**src/lbsd_pkg.sv**
```systemverilog
// ----------------------------------------------------------------------------
// lbsd_pkg
// Types and constants shared by the LZSS byte stream decoder modules.
// ----------------------------------------------------------------------------
package lbsd_pkg;

    localparam int RING_AW   = 12;
    localparam int RING_SIZE = 4096;
    localparam int MAX_MATCH = 18;

    localparam logic [RING_AW-1:0] MATCH_OFS    = RING_AW'(MAX_MATCH);
    localparam logic [RING_AW:0]   PRODUCED_MAX = (RING_AW+1)'(RING_SIZE);
    // copy length is code + 3; the counter holds remaining bytes minus one
    localparam logic [4:0]         LEN_CNT_BIAS = 5'd2;
    localparam logic [3:0]         FLAGS_FULL   = 4'd8;
    localparam logic [1:0]         HDR_LAST     = 2'd3;

    typedef enum logic [1:0] {
        PH_HEADER,
        PH_FLAG,
        PH_DATA,
        PH_HIGH
    } phase_t;

    typedef enum logic [1:0] {
        CMD_CLEAR,
        CMD_LIT,
        CMD_REF
    } cmd_kind_t;

    typedef struct packed {
        cmd_kind_t          kind;
        logic [7:0]         lit;
        logic [RING_AW-1:0] pos;
        logic [3:0]         len;
    } cmd_t;

    typedef struct packed {
        logic full;
        logic empty;
    } q_status_t;

    typedef enum logic [1:0] {
        BK_IDLE,
        BK_READ,
        BK_EMIT
    } back_state_t;

endpackage

```
**src/lbsd_front.sv**
```systemverilog
// ----------------------------------------------------------------------------
// lbsd_front
// Parses the compressed word stream (header, flags, literals, references)
// and pushes literal, reference and stream-clear commands into the queue.
// ----------------------------------------------------------------------------
module lbsd_front
    import lbsd_pkg::*;
(
    input  logic      clk,
    input  logic      rst_n,
    input  logic      in_valid,
    input  logic [7:0] in_byte,
    output logic      in_stall,
    input  q_status_t q_stat,
    output logic      push,
    output cmd_t      push_cmd
);

    phase_t      phase_reg, phase_next;
    logic [1:0]  header_index_reg, header_index_next;
    logic [31:0] bytes_left_reg, bytes_left_next;
    logic [7:0]  flag_bits_reg, flag_bits_next;
    logic [3:0]  flags_left_reg, flags_left_next;
    logic [7:0]  pending_reg, pending_next;

    logic        accept;
    logic [31:0] bl_dec;
    logic [31:0] bl_hdr;
    logic [3:0]  fl_dec;
    phase_t      flag_phase;

    assign in_stall = q_stat.full;
    assign accept   = in_valid && !q_stat.full;

    assign bl_dec     = (bytes_left_reg != 32'd0) ? bytes_left_reg - 32'd1 : bytes_left_reg;
    assign bl_hdr     = ((header_index_reg == 2'd0) ? 32'd0 : bytes_left_reg)
                      | ({24'd0, in_byte} << {header_index_reg, 3'b000});
    assign fl_dec     = (flags_left_reg != 4'd0) ? flags_left_reg - 4'd1 : flags_left_reg;
    assign flag_phase = (fl_dec == 4'd0) ? PH_FLAG : PH_DATA;

    always_comb
    begin
        phase_next        = phase_reg;
        header_index_next = header_index_reg;
        bytes_left_next   = bytes_left_reg;
        flag_bits_next    = flag_bits_reg;
        flags_left_next   = flags_left_reg;
        pending_next      = pending_reg;
        if (accept)
        begin
            unique case (phase_reg)
                PH_FLAG:
                begin
                    flag_bits_next  = in_byte;
                    flags_left_next = FLAGS_FULL;
                    phase_next      = PH_DATA;
                end
                PH_DATA:
                begin
                    if (flag_bits_reg[0])
                    begin
                        flag_bits_next  = flag_bits_reg >> 1;
                        flags_left_next = fl_dec;
                        phase_next      = flag_phase;
                    end
                    else
                    begin
                        pending_next = in_byte;
                        phase_next   = PH_HIGH;
                    end
                end
                PH_HIGH:
                begin
                    flag_bits_next  = flag_bits_reg >> 1;
                    flags_left_next = fl_dec;
                    phase_next      = flag_phase;
                end
                PH_HEADER:
                begin
                    bytes_left_next = bl_hdr;
                    if (header_index_reg == HDR_LAST)
                    begin
                        header_index_next = 2'd0;
                        flags_left_next   = 4'd0;
                        flag_bits_next    = 8'd0;
                        phase_next        = (bl_hdr == 32'd0) ? PH_HEADER : PH_FLAG;
                    end
                    else
                    begin
                        header_index_next = header_index_reg + 2'd1;
                    end
                end
            endcase
            // every payload word counts down the length
            if (phase_reg != PH_HEADER)
            begin
                bytes_left_next = bl_dec;
                if (bl_dec == 32'd0)
                begin
                    phase_next        = PH_HEADER;
                    header_index_next = 2'd0;
                end
            end
        end
    end

    always_comb
    begin
        push          = 1'b0;
        push_cmd      = '0;
        push_cmd.kind = CMD_CLEAR;
        push_cmd.lit  = in_byte;
        push_cmd.pos  = {in_byte[7:4], pending_reg};
        push_cmd.len  = in_byte[3:0];
        if (accept)
        begin
            unique case (phase_reg)
                PH_DATA:
                begin
                    if (flag_bits_reg[0])
                    begin
                        push          = 1'b1;
                        push_cmd.kind = CMD_LIT;
                    end
                end
                PH_HIGH:
                begin
                    push          = 1'b1;
                    push_cmd.kind = CMD_REF;
                end
                PH_HEADER:
                begin
                    if (header_index_reg == HDR_LAST)
                    begin
                        push          = 1'b1;
                        push_cmd.kind = CMD_CLEAR;
                    end
                end
                PH_FLAG:
                begin
                    push = 1'b0;
                end
            endcase
        end
    end

    always_ff @(posedge clk or negedge rst_n)
    begin
        if (!rst_n)
        begin
            phase_reg        <= PH_HEADER;
            header_index_reg <= 2'd0;
            bytes_left_reg   <= 32'd0;
            flag_bits_reg    <= 8'd0;
            flags_left_reg   <= 4'd0;
            pending_reg      <= 8'd0;
        end
        else
        begin
            phase_reg        <= phase_next;
            header_index_reg <= header_index_next;
            bytes_left_reg   <= bytes_left_next;
            flag_bits_reg    <= flag_bits_next;
            flags_left_reg   <= flags_left_next;
            pending_reg      <= pending_next;
        end
    end

endmodule

```
**config.mk**
```make
export PLATFORM = sky130hd
export DESIGN_NAME = lbsd_front
export DESIGN_NICKNAME = d
export VERILOG_FILES = /design/src/lbsd_pkg.sv /design/src/lbsd_front.sv
export SDC_FILE = /design/constraint.sdc
export NUM_CORES = 1
export LEC_CHECK = 0
export BUFFER_PORTS_ARGS = -buffer_cell sky130_fd_sc_hd__buf_2
export CAP_MARGIN = 15
export CORE_MARGIN = 5
export CORE_UTILIZATION = 60
export DETAILED_ROUTE_END_ITERATION = 10
export PLACE_DENSITY = 0.81
export SLEW_MARGIN = 20
export SYNTH_ARGS = -nofsm -noshare
export SYNTH_HDL_FRONTEND = slang
export SYNTH_SLANG_ARGS = --single-unit
```
**constraint.sdc**
```tcl
create_clock -name clk -period 4.7 [get_ports clk]
set_clock_uncertainty 0.05 [all_clocks]
set_input_delay 0.47 -clock clk [delete_from_list [all_inputs] [get_ports clk]]
set_output_delay 0.47 -clock clk [all_outputs]
set_load 0.1 [all_outputs]
```
# After elaboration in Yosys (flattened, before gate mapping)
# Index checks and enable logic that the tools add are counted.
dict set report totals {
  ff_bits 56
  input_bits 13
  output_inout_bits 28
  wordCells 63
}
dict set report classes {
  addsub 3
  n_eq_ne 6
  shift 1
  n_mux 29
  bitwise_logic 2
  n_reduce_logical 15
}
# operator n
set ops {}
lappend ops {{32-bit 2-to-1 mux} 4}
lappend ops {{32-bit logical NOT} 2}
lappend ops {{32-bit bitwise OR} 1}
lappend ops {{8-bit case mux with 4 select lines} 1}
lappend ops {{32-bit nonzero test} 1}
lappend ops {{8-bit by 5-bit << shifter with 32-bit output} 1}
lappend ops {{32-bit by 1-bit subtractor with 32-bit output (second input constant)} 1}
lappend ops {{2-bit 2-to-1 mux} 10}
lappend ops {{8-bit 2-to-1 mux} 2}
lappend ops {{4-bit case mux with 4 select lines} 1}
lappend ops {{4-bit 2-to-1 mux} 3}
lappend ops {{2-bit case mux with 4 select lines} 1}
lappend ops {{2-bit equality test (second input constant)} 3}
lappend ops {{3-bit AND reduction} 2}
lappend ops {{1-bit 2-to-1 mux} 5}
lappend ops {{2-bit logical NOT} 2}
lappend ops {{4-bit logical NOT} 1}
lappend ops {{2-bit inequality test (second input constant)} 2}
lappend ops {{1-bit case mux with 4 select lines} 1}
lappend ops {{2-bit case mux with 2 select lines} 1}
lappend ops {{2-bit AND reduction} 2}
lappend ops {{2-bit nonzero test} 2}
lappend ops {{4-bit nonzero test} 1}
lappend ops {{4-bit by 1-bit subtractor with 4-bit output (second input constant)} 1}
lappend ops {{5 further kinds} 5}

# Longest topological paths before layout
dict set report logic_depth {
  ltp_word 9
  depth_mapped 12
  mapped_depth_nobuf 10
}

# Least setup slack after synthesis
# No wires, ideal clock.
dict set report synth_timing {
  kind {register -> register}
  startpoint {register bytes_left_reg[0]}
  endpoint {register phase_reg[0]}
  setup_ps 125
  arrival_time_ps 3148
  required_time_ps 4525
  setup_slack_ps 1377
  stages_incl_launch_ff 12
  n_path_buf 1
  synth_period_minus_slack_ps 3323
  cell_sequence {dfrtp_1 -> clkbuf_1 -> inv_1 -> ha_1 -> or3b_2 -> nor4b_4 -> nand3_1 -> xnor2_1 -> or4_1 -> or4_4 -> o221ai_2 -> a21oi_1}
}
dict set report synth_between {
  elab_chain_len 8
  elab_cells_between_ends 12
  cone_classes {1 x add/sub; 7 x mux; 1 x bitwise; 3 x reduce/logical}
}
# element line
set synth_rtl {}
lappend synth_rtl {{from (decl)} lbsd_front.sv:21} ;# logic [31:0] bytes_left_reg, bytes_left_next;
lappend synth_rtl {{from (signal assigned)} lbsd_front.sv:162} ;# bytes_left_reg <= bytes_left_next;
lappend synth_rtl {{branches (longest 7 deep; another with 32-bit by 1-bit subtractor with 32-bit output)} n/a}
lappend synth_rtl {{2-bit 2-to-1 mux (*)} lbsd_front.sv:95} ;# if (phase_reg != PH_HEADER)
lappend synth_rtl {{to (signal assigned)} lbsd_front.sv:160} ;# phase_reg <= phase_next;
lappend synth_rtl {{to (decl)} lbsd_front.sv:19} ;# phase_t phase_reg, phase_next;
# Every way passes the cells marked *.
# A chain may end at the register's enable or synchronous reset.

# Worst setup path after layout
# Ends and elaborated chain as after synthesis.

==> results.py <==
metrics = {
    "routing": {
        "vias": 4365,
        "vias_per_cell": 6.90,
        "wire_per_inst_um": 20.2,
        "drtPass1Iterations": 6,
        "wl_um": 12800,
        "route.detailed.drc": 0,
        "drtIter0Drc": 505,
        "ant_nets": 0,
    },
    "power": {
        "p_int_mw": 1.20,
        "total_power_mw": 2.56,
        "power_density_nw_per_um2": 582,
        "power.clock.fraction_pct": 10.9,
        "peakVddDrop_mv": 0.661,
        "seqPwrFrac_pct": 36.8,
        "p_leak_nw": 1.67,
        "p_sw_share_pct": 53.2,
        "switchingPower_mw": 1.36,
        "comb_power_share_pct": 52.4,
    },
    "finish": {
        "layout_common_cells": "nor2_1, o21ai_0, dfrtp_1, nand2_1, buf_2",
        "largest_register_ffs": 32,
        "nets": 553,
        "area_delta_synth_final_pct": 3.35,
        "layout-drive-gt1-share_pct": 13.8,
        "fin_area_um2": 4410,
        "post-route-util_pct": 64.2,
        "fillers": 605,
        "diodes": 0,
    },
    "yosys": {
        "netlist_top_cells_area": "dfrtp_1, o21ai_0, nor2_1",
        "netlist_instances": 548,
        "synth_seq_cells": 56,
        "avgSynthCellArea_um2": 7.78,
        "synth.distinct_cells": 65,
        "ys.flop_type": "dfrtp_1",
        "synth-seq-area-share_pct": 32.9,
        "synth_area_um2": 4260,
        "synth_edf_count": 0,
        "synth_nets": 565,
        "ys_async_sr_fraction_pct": 100,
        "ys_warn_count": 0,
        "synth_top_cell_by_area": "dfrtp_1",
        "synth_top_area_share_pct": 32.9,
    },
    "worst_hold_path": {
        "hp-class": "input port to async pin",
    },
    "floorplanning": {
        "die_y_um": 94.3,
        "ios": 41,
        "die_area_um2": 8890,
        "rows": 30,
        "coreArea_um2": 6870,
        "die_w_um": 94.3,
        "initial_core_util_pct": 62.1,
    },
    "clock_tree": {
        "clk-insertion-delay-late_ps": 320,
        "cts_tree": "yes",
        "cts_hold_buffers": 0,
        "cts_buffers": 5,
        "htreeDepth": 2,
        "clock_sinks": 56,
        "post_cts_buffers": 0,
        "clockBufferDepth": 2,
        "cts_root_buffer": "clkbuf_8",
        "cts_resized": 0,
        "clk_pin_slew_ps": 120,
    },
    "critical_path": {
        "cp_max_fo": 9,
        "ff2ff_path_depth": 10,
        "slowest_delay_ps": 600,
        "ff2ff_setup_slack_ps": 970,
        "cp-end-kind": "flop",
        "slowest_stage": "or4_4",
        "critPathLaunchType": "flop",
        "crit_required_ps": 4860,
        "timing.rr.end": "phase_reg[0]",
        "r2r_start": "bytes_left_reg[0]",
        "path_class": "flop to flop",
        "cp.arrival_ps": 3880,
        "path_cells": "inv_1, ha_1, or3b_2, nor4b_4, a31oi_4, a211oi_1, o2111ai_1, or4_4, o221ai_2, a21oi_1",
    },
    "sta": {
        "finalSetupViolCount": 0,
        "worstMarginPinSlew_ps": 928,
        "post-route-period-util_pct": 79.3,
        "hold_viol": 0,
        "tns_ps": 0,
        "rsz0062_at_grt": "false",
        "min_period_ps": 3730,
        "maxSlewHeadroom_pct": 37.6,
        "fin_ws_ps": 972,
        "final-max-slew-violation-count": 0,
        "fmax_mhz": 268,
    },
    "global_routing": {
        "grt_pass1_wl_um": 21200,
        "grt_use_met2_pct": 45.4,
        "overflow": 0,
        "busiest_layer": "met2",
        "use_met1_pct": 42.1,
        "grt_max_degree": 57,
        "grt_antenna_before_repair": 0,
        "grt_pass1_vias": 4070,
        "grt_util_all_layers_pct": 30.3,
        "met3_usage_pct": 6.89,
    },
    "placement": {
        "postPlaceCellArea_um2": 4310,
        "port_buffers": 39,
        "hpwl_um": 8750,
        "place_ws_ps": 1030,
        "gp_congestion": 1.01,
    },
    "flow_run": {
        "maxCapViolCount": 0,
    },
    "run_status": {
        "status": "finished clean",
    },
}
==> metal layers <==
metal  vias to the layer above  wire, um
li1                       1990         -
met1                      2061      5270
met2                       255      5650
met3                        59      1330
met4                         0       547
met5                         -         0
==> power by group through the flow <==
stage / logic [mW] / clock network [mW] / registers [mW]
2_1_floorplan: 0.940 / 0 / 1.04
3_3_place_gp: 1.30 / 0 / 0.925
3_5_place_dp: 1.32 / 0 / 0.938
4_1_cts: 1.33 / 0.280 / 0.928
5_1_grt: 1.45 / 0.308 / 0.973
6_report: 1.34 / 0.278 / 0.942
==> worst max path at each step <==
| stage | startpoint | end | slack [ps] | cells past startpoint |
|---|---|---|---|---|
| final | bytes_left_reg[0] | phase_reg[0] | 970 | 10 |
| after global routing | bytes_left_reg[0] | header_index_reg[0] | 750 | 10 |
| after CTS | bytes_left_reg[0] | phase_reg[0] | 1020 | 10 |
| after detailed placement | bytes_left_reg[0] | phase_reg[0] | 1030 | 10 |
| after global placement | bytes_left_reg[0] | phase_reg[0] | 1080 | 10 |
| after floorplan | bytes_left_reg[0] | phase_reg[0] | 1380 | 11 |
==> critical path, delay by kind of cell (launching register included) <==
kind / cells / cell delay [ps]
simple gates: 3 / 1740
compound gates: 5 / 960
flops: 1 / 480
fa+ha+maj: 1 / 250
buf+inv: 1 / 140
==> cell type report <==
cell class / count / area [um2] / area share (%)
flip-flops and latches: 56 / 1400 / 31.8
well taps: 96 / 120 / 2.73
inverters: 16 / 60.1 / 1.36
clock inverters: 2 / 16.3 / 0.369
repair buffers: 45 / 240 / 5.45
clock buffers: 6 / 72.6 / 1.65
multi-input cells: 412 / 2500 / 56.6
==> metrics by stage <==
stage	instances	hold slack, ps
detailed placement	625	422
global route	633	297
CTS	633	268
finish	633	225
global placement	625	414
floorplan	548	124
==> cells in the mapped netlist, drive strengths merged (3+ instances only) <==
cell	number
a32oi	9
or2	3
xnor2	11
dfrtp	56
a21oi	35
inv	16
mux2	8
o21ai	59
nor2	57
a221oi	4
clkbuf	42
and3	4
nor3	25
nand4	7
nand3	12
a22oi	20
or3	5
nor2b	7
o31ai	6
buf	22
nand2	46
o22ai	5
or4	7
a22o	6
nor4b	3
o22a	5
ha	4
nor4	14
nand3b	4
a31oi	9
==> kinds of logic (layout without fill, tap and decap cells) <==
group	Yosys count	count (layout)	share of synthesized area, %
and+or+nand+nor	204	204	24.3
DFF	56	56	32.9
xor gates and xnor gates	13	13	2.67
AOI/OAI and AO/OA	183	183	28.2
buffers and inverters	80	69	8.69
muxes	8	8	2.11
adders and majority gates	4	4	1.17
Note: power is estimated with default switching activity, not from simulation.
