## src/lbsd_pkg.sv

```systemverilog
// ----------------------------------------------------------------------------
// lbsd_pkg
// Types and constants shared by the LZSS byte stream decoder modules.
// ----------------------------------------------------------------------------
package lbsd_pkg;

    localparam int RING_AW   = 12;
    localparam int RING_SIZE = 4096;
    localparam int MAX_MATCH = 18;

    localparam logic [RING_AW-1:0] MATCH_OFS    = RING_AW'(MAX_MATCH);
    localparam logic [RING_AW:0]   PRODUCED_MAX = (RING_AW+1)'(RING_SIZE);
    // copy length is code + 3; the counter holds remaining bytes minus one
    localparam logic [4:0]         LEN_CNT_BIAS = 5'd2;
    localparam logic [3:0]         FLAGS_FULL   = 4'd8;
    localparam logic [1:0]         HDR_LAST     = 2'd3;

    typedef enum logic [1:0] {
        PH_HEADER,
        PH_FLAG,
        PH_DATA,
        PH_HIGH
    } phase_t;

    typedef enum logic [1:0] {
        CMD_CLEAR,
        CMD_LIT,
        CMD_REF
    } cmd_kind_t;

    typedef struct packed {
        cmd_kind_t          kind;
        logic [7:0]         lit;
        logic [RING_AW-1:0] pos;
        logic [3:0]         len;
    } cmd_t;

    typedef struct packed {
        logic full;
        logic empty;
    } q_status_t;

    typedef enum logic [1:0] {
        BK_IDLE,
        BK_READ,
        BK_EMIT
    } back_state_t;

endpackage

```

## src/lbsd_queue.sv

```systemverilog
// ----------------------------------------------------------------------------
// lbsd_queue
// Small command FIFO between the parser and the copy engine.
// ----------------------------------------------------------------------------
module lbsd_queue
    import lbsd_pkg::*;
#(
    parameter int DEPTH = 4
)
(
    input  logic      clk,
    input  logic      rst_n,
    input  logic      push,
    input  cmd_t      push_cmd,
    input  logic      pop,
    output cmd_t      head,
    output q_status_t q_stat
);

    localparam int AW = (DEPTH > 1) ? $clog2(DEPTH) : 1;
    localparam int CW = $clog2(DEPTH + 1);

    cmd_t          slots_reg [DEPTH];
    logic [AW-1:0] wr_ptr_reg, wr_ptr_next;
    logic [AW-1:0] rd_ptr_reg, rd_ptr_next;
    logic [CW-1:0] count_reg, count_next;
    logic          do_push;
    logic          do_pop;

    assign q_stat.full  = (count_reg == CW'(DEPTH));
    assign q_stat.empty = (count_reg == '0);
    assign do_push      = push && !q_stat.full;
    assign do_pop       = pop && !q_stat.empty;
    assign head         = slots_reg[rd_ptr_reg];

    always_comb
    begin
        wr_ptr_next = wr_ptr_reg;
        rd_ptr_next = rd_ptr_reg;
        count_next  = count_reg;
        if (do_push)
        begin
            wr_ptr_next = (wr_ptr_reg == AW'(DEPTH - 1)) ? '0 : wr_ptr_reg + AW'(1);
        end
        if (do_pop)
        begin
            rd_ptr_next = (rd_ptr_reg == AW'(DEPTH - 1)) ? '0 : rd_ptr_reg + AW'(1);
        end
        if (do_push && !do_pop)
        begin
            count_next = count_reg + CW'(1);
        end
        else if (do_pop && !do_push)
        begin
            count_next = count_reg - CW'(1);
        end
    end

    always_ff @(posedge clk)
    begin
        if (do_push)
        begin
            slots_reg[wr_ptr_reg] <= push_cmd;
        end
    end

    always_ff @(posedge clk or negedge rst_n)
    begin
        if (!rst_n)
        begin
            wr_ptr_reg <= '0;
            rd_ptr_reg <= '0;
            count_reg  <= '0;
        end
        else
        begin
            wr_ptr_reg <= wr_ptr_next;
            rd_ptr_reg <= rd_ptr_next;
            count_reg  <= count_next;
        end
    end

endmodule

```

## config.mk

```make
export PLATFORM = sky130hd
export DESIGN_NAME = lbsd_queue
export DESIGN_NICKNAME = d
export VERILOG_FILES = /design/src/lbsd_pkg.sv /design/src/lbsd_queue.sv
export SDC_FILE = /design/constraint.sdc
export NUM_CORES = 1
export LEC_CHECK = 0
export ABC_AREA = 1
export BUFFER_PORTS_ARGS = -buffer_cell sky130_fd_sc_hd__buf_2
export CAP_MARGIN = 20
export CORE_MARGIN = 4
export CORE_UTILIZATION = 44
export CTS_BUF_LIST = sky130_fd_sc_hd__clkbuf_8
export CTS_CLUSTER_DIAMETER = 200
export DETAILED_ROUTE_END_ITERATION = 10
export PLACE_DENSITY = 0.68
export SLEW_MARGIN = 40
export SYNTH_ARGS = -nofsm -noshare
export SYNTH_HDL_FRONTEND = slang
export SYNTH_SLANG_ARGS = --single-unit
```

## constraint.sdc

```tcl
create_clock -name clk -period 2.7 [get_ports clk]
set_clock_uncertainty 0.15 [all_clocks]
set_input_delay 0.27 -clock clk [delete_from_list [all_inputs] [get_ports clk]]
set_output_delay 0.27 -clock clk [all_outputs]
set_load 0.01 [all_outputs]
```

# Word level (Yosys, flattened, before mapping)
# Memory sizes are Yosys's and may differ from the RTL's.
# Cells that the tools add are included.
# Widths: inputs -> output; s select.
[totals]
reg_bits = 7
latch_bits = 0
ramBits = 104
romBits = 0
inputBits = 30
word_cells = 27
n_memories = 1
[memory_table]
columns = ["name", "depth", "width", "rd", "rd_clocked_by_memory_dff", "wr", "line_no", "rtl"]
rows = [
  ["slots_reg", 4, 26, 1, 0, 1, "lbsd_queue.sv:23", "cmd_t slots_reg [DEPTH];"],
]
[op_classes]
addsub = 4
multipliers = 0
n_div = 0
n_lt_le_gt_ge = 0
n_eq_ne = 3
shift = 0
n_mux = 6
bitwise = 0
reduce_logical = 10
[ops]
columns = ["operator", "count"]
rows = [
  ["$mux 3", 2],
  ["$add 2x1->2 const B", 2],
  ["$eq 2x2->1 const B", 2],
  ["$logic_and 1x1->1", 4],
  ["$logic_not 1->1", 4],
  ["$mux 2", 2],
  ["$add 3x1->3 const B", 1],
  ["$eq 3x3->1 const B", 1],
  ["$logic_not 3->1", 1],
  ["$sub 3x1->3 const B", 1],
  ["$mux 1", 2],
  ["$reduce_bool 2->1", 1],
]

# Depth between registers and ports, before layout
# Gate-level depths: netlist of run 1.
[depth]
ltp_word = 7
mapped_depth = 12
depth_no_buf = 12

# Least setup slack after synthesis of run 1
# Ideal clock, no wire load.
[synth_path]
kind = "register -> register"
start = "register count_reg[0]"
end = "memory slots_reg[0][0] (netlist name) (enable)"
setup_time_ps = 409
arrival_time_ps = 1865
path_slack_ps = 276
stages_incl_launch_ff = 5
path_buffers = 0
synth_period_minus_slack_ps = 2424
cell_sequence = "dfrtp_1 > inv_2 > nand3_1 > nand2_1 > nor2_1"
[synth_via]
elab_chain_len = 5
[synth_lines]
columns = ["item", "line_no", "rtl"]
rows = [
  ["start, declared", "lbsd_queue.sv:26", "logic [CW-1:0] count_reg, count_next;"],
  ["start signal, assigned", "lbsd_queue.sv:79", "count_reg <= count_next;"],
  ["$eq 3x3->1", "lbsd_queue.sv:30", "assign q_stat.full = (count_reg == CW'(DEPTH));"],
  ["$logic_not 1->1", "lbsd_queue.sv:32", "assign do_push = push && !q_stat.full;"],
  ["$logic_and 1x1->1", "lbsd_queue.sv:32", ""],
  ["$mux 1", "lbsd_queue.sv:61", "if (do_push)"],
  ["$mux 1 (implied by the code)", "lbsd_queue.sv:63", "slots_reg[wr_ptr_reg] <= push_cmd;"],
  ["end, declared", "lbsd_queue.sv:23", ""],
]
# No other way between the ends.

# Final worst setup path of run 1
[layout_path]
start = "register count_reg[0]"
end = "register count_reg[2]"
[layout_via]
elab_chain_len = 6
elab_cells_between_ends = 15
cone_classes = "add/sub (2); eq/ne (1); mux (2); reduce/logical (10)"
[layout_lines]
columns = ["item", "line_no", "rtl"]
rows = [
  ["$eq 3x3->1 *", "lbsd_queue.sv:30", ""],
  ["$logic_not 1->1 *", "lbsd_queue.sv:32", ""],
  ["$logic_and 1x1->1 *", "lbsd_queue.sv:32", ""],
  ["via do_push", "lbsd_queue.sv:27", "logic do_push;"],
  ["$logic_not 1->1", "lbsd_queue.sv:53", "else if (do_pop && !do_push)"],
  ["$logic_and 1x1->1", "lbsd_queue.sv:53", ""],
  ["$reduce_bool 2->1 (no line)", "-", ""],
]
# The timed path passes the listed nets; every way through them passes the cells marked *. The select of a mux whose other input is x is not followed.
# A chain may end at the register's enable or synchronous reset.

==> summary.md, run 1 <==
| Metric | Value |
|---|---|
| Die ar. | `12400 um2` |
| Synth Instances | `364` |
| GRT Overall Usage | `14.6%` |
| HPWL Detailed | `5.40 mm` |
| CORE AREA | `10400 um2` |
| Chip height | `111 um` |
| Clock tree root driver cell | `clkbuf_8` |
| Gpl congestion | `0.721` |
| Worst vdd ir | `0.466 mV` |
| RSZ-0062 raised after global routing | `false` |
| Final min period | `2270 ps` |
| Number of global-route vias before repair | `2814` |
| R2r worst-path depth | `11` |
| Worst-Skew Late Latency | `370 ps` |
| R2R setup slack | `430 ps` |
| Most used cell, CP | `nand2_1` |
| Max FO, Critical Path | `7` |
| Worst path slowest cell | `dfrtp_1` |
| Sequential area share after synthesis | `70.1%` |
| Max clock buf depth | `2` |
| Slowest stage delay, CP | `440 ps` |
| Antenna viol nets, final | `0` |
| Final Power | `5.59 mW` |
| Via Count | `2783` |
| Reg2reg start | `count_reg[0]$_DFFE_PN0P_` |
| Dominant cells by area after synthesis | `edfxtp_1 (66%), nand2_1 (7.4%), o211ai_2 (5.3%)` |
| DRC viols | `0` |
| Share of the clock period used by the worst path | `84.2%` |
| Top-Level Pins | `58` |
| CTS tree | `yes` |
| Hold Path Origin | `push` |
| Fmax achieved | `440 MHz` |
| Area of the mapped netlist | `4700 um2` |
| Post-cts resize count | `0` |
| Met2 Usage GRT | `24.6%` |
| Async SR Flop Fraction | `6.31%` |
| Global-route wire length before repair | `14.4 mm` |
| Critical Path, Cell by Cell | `inv_2 -> nand3_1 -> nand2_1 -> inv_2 -> ha_1 -> inv_1 -> fa_1 -> nand2_1 -> nand3_1 -> nand2_1 -> nand2_1` |
| Status | `finished, final reports clean` |
| H-tree lvl count | `3` |
| WHS Endpoint | `wr_ptr_reg[0]$_DFFE_PN0P_` |
| Max_cap viols | `0` |
| Synth Area per Inst | `12.9 um2` |
| Layout cells sized above 1 | `24.4%` |
| # setup viols final | `0` |
| Port bufs | `57` |
| Diode count | `0` |
| Rel. slew slack | `51.2%` |
| Leakage power | `2.31 nW` |
| Setup TNS | `0 ps` |
| Met3 GRT Util | `3.64%` |
| Final Hold Viols | `0` |
| EDFF count, synth | `104` |
| Vias/cell | `4.72` |
| Slew @ Worst Pin | `731 ps` |
| Critical path type | `reg -> reg` |
| FILL cells | `896` |
| Die width | `111 um` |
| Largest net degree at the start of global routing | `56` |
| Remaining Overflow, GRT | `0` |
| Critical path required time | `2820 ps` |
| Count of pins over their slew limit | `0` |
| Clock Sinks | `111` |
| Gr busiest metal | `met2` |
| Max FFs per register | `104` |
| Drt pass-1 iters | `4` |
| Setup bufs post-CTS | `0` |
| Syn-to-layout area delta | `19.3%` |
| Final wirelength | `8.67 mm` |
| Power Dens Cells | `996 nW/um2` |
| Synth top area share | `66.4%` |
| Initial antenna violation count | `0` |
| Yosys cell types | `17` |
| Min-Delay Path Class | `in -> reg` |
| CTS buffer count | `9` |
| Rows | `37` |
| Starting DRC count in detailed routing | `96` |
| WL per Instance | `14.7 um` |
| YS warnings | `0` |
| Nets | `486` |
| Net Count, Synth | `401` |
| Top cells by count, synth | `edfxtp_1 (104), nand2_1 (93), inv_1 (62)` |
| Clock transition at path regs | `110 ps` |
| CP endpoint kind | `flop` |
| Initial core utilization | `45.4%` |
| Hold depth | `3` |
| Global routing usage on met1 | `18.9%` |
| RR Endpoint | `count_reg[2]$_DFFE_PN0P_` |
| CP Launch Type | `flop` |
| Most numerous cell in the Yosys netlist | `edfxtp_1` |
| Synth area leader | `edfxtp_1` |
| Critical Path AT | `2390 ps` |
| Ys flop type | `edfxtp_1` |
| Synthesis-stage register bit count | `111` |
-- how the worst max path moves through the flow --
stage	from	end	depth (start not counted)
final	count_reg[0]$_DFFE_PN0P_	count_reg[2]$_DFFE_PN0P_	11
after global routing	rd_ptr_reg[0]$_DFFE_PN0P_	head[23]	5
after CTS	count_reg[0]$_DFFE_PN0P_	count_reg[2]$_DFFE_PN0P_	11
after floorplan	count_reg[0]$_DFFE_PN0P_	slots_reg[0][0]$_DFFE_PP_	4
after global placement	count_reg[0]$_DFFE_PN0P_	count_reg[1]$_DFFE_PN0P_	9
after detailed placement	count_reg[0]$_DFFE_PN0P_	count_reg[2]$_DFFE_PN0P_	11
-- logic make-up after synthesis --
kind of cell / count (synthesis) / share of synthesized area (%)
compound gates: 53 / 10.5
xor+xnor: 1 / 0.186
flops: 111 / 70.1
buf+inv: 85 / 8.35
fa+ha+maj: 7 / 2.02
simple gates: 107 / 8.78
-- placed cells by master, fill, tap and decap left out, types with 6 or more instances in the layout --
master	instances
edfxtp_1	104
buf_2	57
ha_1	6
o211ai_2	20
nand3_1	7
inv_1	62
buf_4	6
inv_2	6
o211ai_1	32
dlygate4sd3_1	27
nand2_1	93
clkbuf_8	9
dfrtp_1	6
-- layout make-up --
| cell class | count | area [um2] | share of cell area [%] |
|---|---|---|---|
| inverters | 68 | 255 | 4.55 |
| repair buffers | 91 | 621 | 11.1 |
| clock inverters | 7 | 95.1 | 1.70 |
| flip-flops and latches | 111 | 3300 | 58.9 |
| well taps | 136 | 170 | 3.03 |
| multi-input cells | 168 | 1040 | 18.6 |
| clock buffers | 9 | 124 | 2.21 |
-- layer usage --
| layer | vias up | wire [um] |
|---|---|---|
| li1 | 1410 | - |
| met1 | 1317 | 4030 |
| met2 | 47 | 4210 |
| met3 | 9 | 310 |
| met4 | 0 | 116 |
| met5 | - | 0 |
-- stage by stage --
step / util [%] / setup slack, ps / instances / hold slack (ps) / instance area, um2
floorplan: - / 276 / 364 / -176 / 4700
CTS: 54.1 / 424 / 590 / 1.57 / 5610
detailed placement: 49.4 / 443 / 547 / -33.5 / 5120
global placement: 49.4 / 558 / 547 / -37.1 / 5120
global route: 54.1 / 280 / 590 / 2.84 / 5610
finish: 54.1 / 428 / 590 / 20.8 / 5610
-- power by group --
group          total [mW]  internal, mW  switching, mW
clock network        1.08         0.460          0.615
registers            2.46          2.27          0.186
logic                2.05         0.764           1.29
-- timing repair --
action | CTS | global route
setup endpoints to repair | 0 | 0
hold buffers | 27 | 0
endpoints found under the hold margin | 111 | 0
-- critical path: cells and delay by family, from the launching register on --
kind | cells | cell delay, ps
AND/OR/NAND/NOR | 6 | 750
adder cells (fa/ha/maj) | 2 | 560
flip-flops | 1 | 440
buffers and inverters | 3 | 250
(Power assumes the default switching activity.)
==> run 2: changes to the inputs <==
--- a/config.mk
+++ b/config.mk
@@ -13,7 +13,7 @@
 export CTS_BUF_LIST = sky130_fd_sc_hd__clkbuf_8
 export CTS_CLUSTER_DIAMETER = 200
 export DETAILED_ROUTE_END_ITERATION = 10
-export PLACE_DENSITY = 0.68
+export PLACE_DENSITY = 0.71
 export SLEW_MARGIN = 40
 export SYNTH_ARGS = -nofsm -noshare
 export SYNTH_HDL_FRONTEND = slang
==> constraint.sdc (replaced) <==
create_clock -name clk -period 1.85 [get_ports clk]
set_clock_uncertainty 0.15 [all_clocks]
set_input_delay 0.185 -clock clk [delete_from_list [all_inputs] [get_ports clk]]
set_output_delay 0.185 -clock clk [all_outputs]
set_load 0.01 [all_outputs]
==> summary.md, run 2 (synthesized netlist as in run 1, its figures left out) <==
| Metric | Value |
|---|---|
| Final wirelength | `8.74 mm (was 8.67 mm)` |
| Final Power | `8.61 mW (was 5.59 mW)` |
| Leakage power | `2.46 nW (was 2.31 nW)` |
| Core Util, Final | `57.4% (was 54.1%)` |
| Worst-Skew Late Latency | `360 ps (was 370 ps)` |
| Antenna viol nets, final | `0 (unchanged)` |
| Commonest cells after routing, fill and taps aside | `edfxtp_1 (104), nand2_1 (89), inv_1 (60), buf_2 (57), o211ai_1 (32) (was edfxtp_1 (104), nand2_1 (93), inv_1 (62), buf_2 (57), o211ai_1 (32))` |
| Setup ws final | `-73.6 ps (was 428 ps)` |
| CTS tree | `yes (unchanged)` |
| Share of the clock period used by the worst path | `104%` |
| Critical Path Start | `rd_ptr_reg[0]$_DFFE_PN0P_ (was count_reg[0]$_DFFE_PN0P_)` |
| RSZ-0062 raised after global routing | `true (was false)` |
| H-tree lvl count | `3 (unchanged)` |
| Die width | `111 um (unchanged)` |
| Commonest non-fill, non-tap cell in the layout | `edfxtp_1 (unchanged)` |
| Diode count | `0 (unchanged)` |
| Port bufs | `57 (unchanged)` |
| Final Hold Viols | `0 (unchanged)` |
| Top-Level Pins | `58 (unchanged)` |
| Largest net degree at the start of global routing | `41 (was 56)` |
| Reg2reg start | `count_reg[2]$_DFFE_PN0P_ (was count_reg[0]$_DFFE_PN0P_)` |
| Gpl congestion | `0.751 (was 0.721)` |
| GRT Overall Usage | `14.6% (about the same)` |
| HPWL Detailed | `5.55 mm (was 5.40 mm)` |
| Critical Path, Cell by Cell | `buf_12 -> o211ai_1 -> nand2_1 -> buf_2 (was inv_2 -> nand3_1 -> nand2_1 -> inv_2 -> ha_1 -> inv_1 -> fa_1 -> nand2_1 -> nand3_1 -> nand2_1 -> nand2_1)` |
| Worst slack at placement | `-54.5 ps (was 443 ps)` |
| Clock tree root driver cell | `clkbuf_8 (unchanged)` |
| Syn-to-layout area delta | `26.5% (was 19.3%)` |
| Clock Sinks | `111 (unchanged)` |
| Worst vdd ir | `0.756 mV (was 0.466 mV)` |
| CP endpoint kind | `output pin (was flop)` |
| CORE AREA | `10400 um2 (unchanged)` |
| Initial core utilization | `45.4% (unchanged)` |
| Min-Delay Path Class | `in -> async (was in -> reg)` |
| WL per Instance | `14.2 um (was 14.7 um)` |
| Remaining Overflow, GRT | `0 (unchanged)` |
| Slew @ Worst Pin | `248 ps (was 731 ps)` |
| Critical path type | `reg -> out (was reg -> reg)` |
| Initial antenna violation count | `0 (unchanged)` |
| Placed Cells | `560 (was 547)` |
| Setup TNS | `-838 ps (was 0 ps)` |
| Slowest stage delay, CP | `570 ps (was 440 ps)` |
| Failing checks | `setup timing` |
| Max FO, Critical Path | `40 (was 7)` |
| Via Count | `2908 (was 2783)` |
| Chip height | `111 um (unchanged)` |
| Final min period | `1920 ps` |
| CTS buffer count | `9 (unchanged)` |
| Placed cell area | `5330 um2 (was 5120 um2)` |
| Post-route cell area | `5950 um2 (was 5610 um2)` |
| Finished Layout Cells | `617 (was 590)` |
| # setup viols final | `25 (was 0)` |
| DRC viols | `0 (unchanged)` |
| Global-route wire length before repair | `14.4 mm (about the same)` |
| Rows | `37 (unchanged)` |
| Critical path required time | `1510 ps (was 2820 ps)` |
| Drt pass-1 iters | `4 (unchanged)` |
| Status | `complete, but fails checks (was finished, final reports clean)` |
| Nets | `513 (was 486)` |
| Starting DRC count in detailed routing | `154 (was 96)` |
| Clock transition at path regs | `100 ps (was 110 ps)` |
| Power Dens Cells | `1450 nW/um2 (was 996 nW/um2)` |
| Die ar. | `12400 um2 (unchanged)` |
| CP delay by family, top | `flip-flops (was simple AND/OR/NAND/NOR gates)` |
| Count of pins over their slew limit | `0 (unchanged)` |
| Layout cells sized above 1 | `30.6% (was 24.4%)` |
| Max_cap viols | `0 (unchanged)` |
| Buf/Inv on CP | `2 (was 3)` |
| Number of global-route vias before repair | `2962 (was 2814)` |
| CP Launch Type | `flop (unchanged)` |
| Worst path slowest cell | `dfrtp_4 (was dfrtp_1)` |
| Rel. slew slack | `83.5% (was 51.2%)` |
| Max FFs per register | `104 (unchanged)` |
| Max clock buf depth | `2 (unchanged)` |
| Fmax achieved | `520 MHz` |
| Critical Path AT | `1590 ps (was 2390 ps)` |
| Hold slack | `20.3 ps (was 20.8 ps)` |
| Vias/cell | `4.71 (was 4.72)` |
==> run 2: repair_timing <==
item	4_1_cts	5_1_grt
setup buffers	4	8
hold buffers	29	0
endpoints found under the setup margin	23	28
pin swaps	3	9
gates resized for setup	2	11
endpoints found under the hold margin	115	0
==> run 2: worst paths after layout <==
path	cells after the start	endpoint	slack, ps
worst max-delay path	4	head[20]	-70
worst min-delay path	2	count_reg[0]$_DFFE_PN0P_	20
worst max register to register	11	count_reg[2]$_DFFE_PN0P_	30
worst min register to register	2	wr_ptr_reg[1]$_DFFE_PN0P_	400
max in group asynchronous	2	rd_ptr_reg[0]$_DFFE_PN0P_	1350
min in group clk	2	wr_ptr_reg[1]$_DFFE_PN0P_	400
==> run 2: layout make-up <==
| cell class | count | area [um2] |
|---|---|---|
| clock buffers | 9 | 124 |
| clock inverters | 7 | 72.6 |
| fillers | 869 | 4420 |
| inverters | 68 | 258 |
| multi-input cells | 168 | 1090 |
| flip-flops and latches | 111 | 3300 |
| well taps | 136 | 170 |
| repair buffers | 118 | 932 |
==> run 2: power breakdown <==
group	internal, mW	switching (mW)
combinational	1.57	2.12
sequential	3.31	0.210
clock	0.534	0.859
==> run 2: metal layers <==
metal  vias up  GRT usage [%]  wire, um
met5         -              0         0
met4         0           4.62        88
met3        12           3.70       346
met2        52           25.5      4520
met1      1382           17.8      3790
li1       1462              -         -
